<file path="src/sv/irkp_pkg.sv">
package irkp_pkg;

    typedef struct packed {
        logic        opcode;
        logic        frame_end;
        logic        frame_start_ok;
        logic        repeat_seen;
        logic [31:0] frame_word;
    } irkp_in_t;

    typedef struct packed {
        logic [1:0] press_kind;
        logic [7:0] key_value;
    } irkp_out_t;

    localparam logic OP_EVENT = 1'b0;
    localparam logic OP_TICK  = 1'b1;

    localparam logic [1:0] KIND_SHORT = 2'd0;
    localparam logic [1:0] KIND_LONG  = 2'd1;
    localparam logic [1:0] KIND_HOLD  = 2'd2;

    localparam logic [2:0] CFG_USER_CODE   = 3'd0;
    localparam logic [2:0] CFG_PERIOD      = 3'd1;
    localparam logic [2:0] CFG_SHORT_LIMIT = 3'd2;
    localparam logic [2:0] CFG_LONG_LIMIT  = 3'd3;
    localparam logic [2:0] CFG_HOLD_LIMIT  = 3'd4;

    localparam logic [15:0] RST_USER_CODE   = 16'd0;
    localparam logic [15:0] RST_PERIOD      = 16'd112;
    localparam logic [7:0]  RST_SHORT_LIMIT = 8'd3;
    localparam logic [7:0]  RST_LONG_LIMIT  = 8'd8;
    localparam logic [7:0]  RST_HOLD_LIMIT  = 8'd11;

    localparam logic [7:0]  COUNT_MAX = 8'hff;
    localparam logic [7:0]  KEY_CHECK = 8'hff;

endpackage

</file>
<file path="src/sv/ir_remote_key_press_classifier_unit.sv">
// Channel | Direction | Handshake           | Payload
// cfg     | in        | cfg_we              | cfg_index, cfg_data
// in      | in        | in_valid / in_ready | in_data (irkp_in_t)
// out     | out       | out_valid/out_ready | out_data (irkp_out_t)
//
// One word per cycle: each accepted word updates the key state at its accepting
// edge, and a due result is loaded into the output register at that same edge.
// in_ready is low only while the output register holds an untaken result.
// Reset is asynchronous, active low; all but out_data_reg return to their defaults.
// A stall on the output side holds the result and stalls the input.
module ir_remote_key_press_classifier_unit
    import irkp_pkg::*;
(
    input  logic        clk,
    input  logic        rst_n,
    input  logic        cfg_we,
    input  logic [2:0]  cfg_index,
    input  logic [15:0] cfg_data,
    input  logic        in_valid,
    output logic        in_ready,
    input  irkp_in_t    in_data,
    output logic        out_valid,
    input  logic        out_ready,
    output irkp_out_t   out_data
);

    logic [15:0] user_code_reg;
    logic [15:0] period_reg;
    logic [7:0]  short_limit_reg;
    logic [7:0]  long_limit_reg;
    logic [7:0]  hold_limit_reg;

    logic        frame_valid_reg,   frame_valid_next;
    logic [7:0]  repeat_count_reg,  repeat_count_next;
    logic [7:0]  period_count_reg,  period_count_next;
    logic [7:0]  latched_key_reg,   latched_key_next;
    logic        hold_sent_reg,     hold_sent_next;
    logic        timer_running_reg, timer_running_next;
    logic [15:0] ticks_left_reg,    ticks_left_next;

    logic        out_valid_reg, out_valid_next;
    irkp_out_t   out_data_reg,  out_data_next;

    logic        accept;
    logic        emit;
    logic [1:0]  kind;
    logic [7:0]  pc_inc;
    logic [7:0]  key_byte;
    logic [7:0]  inv_byte;
    logic        frame_bad;
    logic        rc_zeroed;
    logic [7:0]  rc_base;

    assign in_ready  = !out_valid_reg || out_ready;
    assign accept    = in_valid && in_ready;
    assign out_valid = out_valid_reg;
    assign out_data  = out_data_reg;

    always_ff @(posedge clk or negedge rst_n)
    begin
        if (!rst_n)
        begin
            user_code_reg   <= RST_USER_CODE;
            period_reg      <= RST_PERIOD;
            short_limit_reg <= RST_SHORT_LIMIT;
            long_limit_reg  <= RST_LONG_LIMIT;
            hold_limit_reg  <= RST_HOLD_LIMIT;
        end
        else if (cfg_we)
        begin
            unique case (cfg_index)
                CFG_USER_CODE:   user_code_reg   <= cfg_data;
                CFG_PERIOD:      period_reg      <= cfg_data;
                CFG_SHORT_LIMIT: short_limit_reg <= cfg_data[7:0];
                CFG_LONG_LIMIT:  long_limit_reg  <= cfg_data[7:0];
                CFG_HOLD_LIMIT:  hold_limit_reg  <= cfg_data[7:0];
                default:         ;
            endcase
        end
    end

    always_comb
    begin
        frame_valid_next   = frame_valid_reg;
        repeat_count_next  = repeat_count_reg;
        period_count_next  = period_count_reg;
        latched_key_next   = latched_key_reg;
        hold_sent_next     = hold_sent_reg;
        timer_running_next = timer_running_reg;
        ticks_left_next    = ticks_left_reg;
        emit               = 1'b0;
        kind               = KIND_SHORT;

        key_byte  = in_data.frame_word[23:16];
        inv_byte  = in_data.frame_word[31:24];
        frame_bad = (in_data.frame_word[15:0] != user_code_reg)
                    || ((key_byte ^ inv_byte) != KEY_CHECK);
        rc_zeroed = in_data.frame_start_ok;
        rc_base   = rc_zeroed ? 8'd0 : repeat_count_reg;
        pc_inc    = (period_count_reg == COUNT_MAX) ? COUNT_MAX
                                                    : period_count_reg + 8'd1;

        if (accept)
        begin
            if (in_data.opcode == OP_EVENT)
            begin
                if (in_data.frame_start_ok)
                begin
                    frame_valid_next  = 1'b1;
                    repeat_count_next = 8'd0;
                end
                if (in_data.frame_end && (in_data.frame_start_ok || frame_valid_reg)
                    && frame_bad)
                begin
                    // drop the rest of this event, repeat code included
                    frame_valid_next = 1'b0;
                end
                else
                begin
                    if (in_data.frame_end && (in_data.frame_start_ok || frame_valid_reg))
                    begin
                        latched_key_next   = key_byte;
                        period_count_next  = 8'd0;
                        timer_running_next = 1'b1;
                        ticks_left_next    = period_reg;
                    end
                    if (in_data.repeat_seen && (rc_base != COUNT_MAX))
                        repeat_count_next = rc_base + 8'd1;
                end
            end
            else if (timer_running_reg)
            begin
                if (ticks_left_reg > 16'd1)
                begin
                    ticks_left_next = ticks_left_reg - 16'd1;
                end
                else if (pc_inc > repeat_count_reg)
                begin
                    // key released: classify and stop the timer
                    period_count_next = pc_inc;
                    if (repeat_count_reg < short_limit_reg)
                    begin
                        kind = KIND_SHORT;
                        emit = 1'b1;
                    end
                    else if (repeat_count_reg < long_limit_reg)
                    begin
                        kind = KIND_LONG;
                        emit = 1'b1;
                    end
                    else if (!hold_sent_reg)
                    begin
                        kind = KIND_HOLD;
                        emit = 1'b1;
                    end
                    hold_sent_next     = 1'b0;
                    timer_running_next = 1'b0;
                    ticks_left_next    = 16'd0;
                end
                else if (repeat_count_reg >= hold_limit_reg)
                begin
                    // still held: send a hold and reload both counts
                    kind              = KIND_HOLD;
                    emit              = 1'b1;
                    hold_sent_next    = 1'b1;
                    repeat_count_next = long_limit_reg;
                    period_count_next = long_limit_reg;
                    ticks_left_next   = period_reg;
                end
                else
                begin
                    period_count_next = pc_inc;
                    ticks_left_next   = period_reg;
                end
            end
        end

        out_valid_next = out_valid_reg && !out_ready;
        out_data_next  = out_data_reg;
        if (emit)
        begin
            out_valid_next           = 1'b1;
            out_data_next.press_kind = kind;
            out_data_next.key_value  = latched_key_reg;
        end
    end

    always_ff @(posedge clk or negedge rst_n)
    begin
        if (!rst_n)
        begin
            frame_valid_reg   <= 1'b0;
            repeat_count_reg  <= 8'd0;
            period_count_reg  <= 8'd0;
            latched_key_reg   <= 8'd0;
            hold_sent_reg     <= 1'b0;
            timer_running_reg <= 1'b0;
            ticks_left_reg    <= 16'd0;
            out_valid_reg     <= 1'b0;
        end
        else
        begin
            frame_valid_reg   <= frame_valid_next;
            repeat_count_reg  <= repeat_count_next;
            period_count_reg  <= period_count_next;
            latched_key_reg   <= latched_key_next;
            hold_sent_reg     <= hold_sent_next;
            timer_running_reg <= timer_running_next;
            ticks_left_reg    <= ticks_left_next;
            out_valid_reg     <= out_valid_next;
        end
    end

    always_ff @(posedge clk)
    begin
        out_data_reg <= out_data_next;
    end

endmodule

</file>
<file path="config.mk">
export PLATFORM = sky130hd
export DESIGN_NAME = ir_remote_key_press_classifier_unit
export DESIGN_NICKNAME = d
export VERILOG_FILES = /design/src/sv/irkp_pkg.sv /design/src/sv/ir_remote_key_press_classifier_unit.sv
export SDC_FILE = /design/constraint.sdc
export NUM_CORES = 1
export LEC_CHECK = 0
export ABC_AREA = 1
export BUFFER_PORTS_ARGS = -buffer_cell sky130_fd_sc_hd__buf_2
export CAP_MARGIN = 5
export CORE_ASPECT_RATIO = 1.1
export CORE_MARGIN = 2
export CORE_UTILIZATION = 39
export CTS_BUF_LIST = sky130_fd_sc_hd__clkbuf_4 sky130_fd_sc_hd__clkbuf_8
export CTS_CLUSTER_SIZE = 16
export DETAILED_ROUTE_END_ITERATION = 7
export PLACE_DENSITY = 0.65
export REMOVE_ABC_BUFFERS = 1
export SKIP_CTS_REPAIR_TIMING = 1
export SLEW_MARGIN = 40
export SYNTH_ARGS = -nofsm -noshare
export SYNTH_HDL_FRONTEND = slang
export SYNTH_SLANG_ARGS = --single-unit
export TNS_END_PERCENT = 1
</file>
<file path="constraint.sdc">
create_clock -name clk -period 3.7 [get_ports clk]
set_input_delay 0.37 -clock clk [delete_from_list [all_inputs] [get_ports clk]]
set_output_delay 0.37 -clock clk [all_outputs]
set_load 0.01 [all_outputs]
</file>
==> flow_metrics.py <==
metrics = {
    "worst_setup_path": {
        "r2r-end": "out_data[2]$_DFFE_PP_",
        "reg2reg_depth": 20,
        "crit_arrival_ps": 3150,
        "r2r_slack_ps": 610,
        "cp-start-kind": "register",
        "end_kind": "register",
        "critPathMaxFanout": 10,
        "critical_path_required_ps": 3760,
        "r2r_start": "period_count_reg[0]$_DFFE_PN0P_",
        "crit_type": "reg2reg",
    },
    "placed_design": {
        "place_inst": 1272,
        "gp_congestion": 0.916,
        "portBuffers": 71,
        "place_hpwl_mm": 12.3,
    },
    "global_route": {
        "antenna_found_initial": 0,
        "grt_overflow": 0,
        "grt_use_total_pct": 18.4,
        "grt_max_degree": 63,
        "grt_pass1_wl_mm": 27.2,
        "grt_pass1_vias": 5584,
    },
    "floorplanning": {
        "rows": 51,
        "floorplan.initialDensity_pct": 39.4,
        "die-area_um2": 18800,
        "die_height_um": 143,
        "core_um2": 17500,
        "pin_count": 72,
        "die_x_um": 131,
    },
    "timing": {
        "hold_ws_ps": 231,
        "hold_viol": 0,
        "skew_ps": 10.7,
        "rsz0062_at_grt": "no",
        "fmax_mhz": 323,
        "period_needed_ps": 3090,
        "finalCritPeriodShare_pct": 83.6,
        "worstMarginPinSlew_ps": 779,
        "slew_viol_final": 0,
        "slew_headroom_pct": 47.5,
        "setup_viol": 0,
        "fin_setup_tns_ps": 0,
    },
    "finish": {
        "drive_gt1_share_pct": 11.9,
        "num-fill-cells": 1851,
        "layout_common_cells": "nand2_1, inv_1, o21ai_0",
        "insertedDiodeCount": 0,
        "finish.net_count": 1140,
        "area_delta_synth_final_pct": 11.4,
        "fin_cells": 1289,
        "final_common_cell": "nand2_1",
        "utilization_pct": 43.9,
    },
    "route": {
        "routedWlPerCell_um": 12.8,
        "vias": 6097,
        "wirelength_mm": 16.5,
        "drt_first_iter_violations": 385,
        "postRouteAntennaNets": 0,
        "first_pass_iters": 7,
        "via_per_inst": 4.73,
        "route.detailed.drc": 0,
    },
    "power": {
        "peakVddDrop_v": 0.000269,
        "power.clock.fraction_pct": 16.5,
        "pwr-share-seq_pct": 41.7,
        "p_per_area_nw_per_um2": 564,
        "switching_share_pct": 42.8,
        "p_comb_share_pct": 41.8,
        "totalPowerFinal_uw": 4330,
        "p_leak_uw": 0.00421,
        "intPower_uw": 2480,
        "p_switching_uw": 1860,
    },
    "synthesis": {
        "netlist_area_um2": 6890,
        "yosys-top-cells-area": "dfrtp_1, nand2_1, inv_1, o21ai_0, ha_1",
        "avgSynthCellArea_um2": 7.05,
        "ys_seq_elements": 110,
        "yosysUniqueCellTypes": 36,
        "yosysSeqAreaShare_pct": 40.8,
        "yosysTopAreaCellShare_pct": 33.0,
        "syn_inst": 978,
        "synth.yosys.warnings": 0,
        "yosys.area.top_type": "dfrtp_1",
    },
    "clock_tree": {
        "clkLatencyLatePin_ps": 390,
        "clk_pin_slew_ps": 110,
        "cts_buffers": 9,
        "cts.sinks": 110,
        "cts_tree": "done",
        "cts_root_buf": "clkbuf_8",
        "clk_path_buf_depth": 2,
        "htreeDepth": 3,
    },
    "flow_run": {
        "drv_cap": 0,
    },
    "run_status": {
        "status": "completed",
    },
    "worst_hold_path": {
        "hold_start": "in_data[21]",
        "holdCritPathClass": "in2reg",
        "hold-path-endpoint": "latched_key_reg[5]$_DFFE_PN0P_",
        "holdPathStages": 3,
    },
}
-- power groups by stage --
stage | logic, µW | registers, µW | clock network, µW
CTS | 1810 | 1800 | 740
detailed placement | 1800 | 1820 | 0
floorplan | 1350 | 1720 | 0
global route | 2120 | 1850 | 788
global placement | 1760 | 1810 | 0
finish | 1810 | 1810 | 716
-- per-layer routing --
metal / vias to the layer above / track usage (%) / share of wire (%)
li1: 3185 / - / -
met1: 2780 / 26.0 / 49
met2: 113 / 29.1 / 46
met3: 19 / 2.31 / 3.6
met4: 0 / 6.10 / 2.1
met5: - / 0 / 0
-- cells by family (layout without fill, tap and decap cells) --
family,Yosys count,in the layout,share of synthesized area (%)
fa+ha+maj,34,34,6.17
buf+inv,179,252,10.4
compound gates,138,138,10.9
flops,110,110,40.8
xor+xnor,16,16,2.03
simple gates,501,501,29.7
-- worst max path at each step --
stage | depth (start not counted) | to | slack (ps) | start
after global placement | 20 | out_data[4]$_DFFE_PP_ | 730 | period_count_reg[0]$_DFFE_PN0P_
after floorplan | 22 | repeat_count_reg[1]$_DFFE_PN0P_ | 460 | period_count_reg[0]$_DFFE_PN0P_
after detailed placement | 20 | out_data[5]$_DFFE_PP_ | 660 | period_count_reg[0]$_DFFE_PN0P_
final | 20 | out_data[2]$_DFFE_PP_ | 610 | period_count_reg[0]$_DFFE_PN0P_
after CTS | 20 | out_data[5]$_DFFE_PP_ | 610 | period_count_reg[0]$_DFFE_PN0P_
after global routing | 22 | repeat_count_reg[1]$_DFFE_PN0P_ | 220 | period_count_reg[0]$_DFFE_PN0P_
-- cell type report --
class | instances | area [µm²] | area share (%)
multi-input combinational | 689 | 3370 | 43.9
sequential | 110 | 2810 | 36.6
inverter | 156 | 586 | 7.62
timing repair buffer | 80 | 432 | 5.62
tap | 238 | 298 | 3.88
clock buffer | 11 | 139 | 1.81
clock inverter | 5 | 43.8 | 0.570
-- worst max-delay path, cell delays in order (launching register included) --
cell and delay [ps]:
dfrtp_1 410, ha_1 180, nand2_1 60, inv_1 70, nand2_1 60, nor2_1 120, nand2_1 80, nor3_1 150
buf_4 170, nor2_1 60, inv_1 60, ha_1 220, a21oi_1 130, nor2_1 50, nor3_1 150, nand2_1 90
nand2_1 130, nor2_1 90, nand3_1 90, nand2_1 80, inv_1 300
-- through the flow --
step                worst slack [ps]  area [µm²]
CTS                              612        7670
floorplan                        462        6760
global route                     224        7680
detailed placement               657        7480
finish                           608        7680
global placement                 727        7480
-- cells in the mapped netlist, drive strengths merged --
master and count:
o21ai 104, o22ai 1, ha 34, o211ai 4, or2 2, xnor2 5
nor2 94, edfxtp 10, nand4 8, nand3b 2, nor4 1, a21oi 22
a21boi 6, xor2 11, clkbuf 11, inv 156, nand2 334, nand3 50
dfrtp 91, dfstp 9, nor3 9, a32o 1, buf 12, and2 1
(Power assumes the default switching activity.)
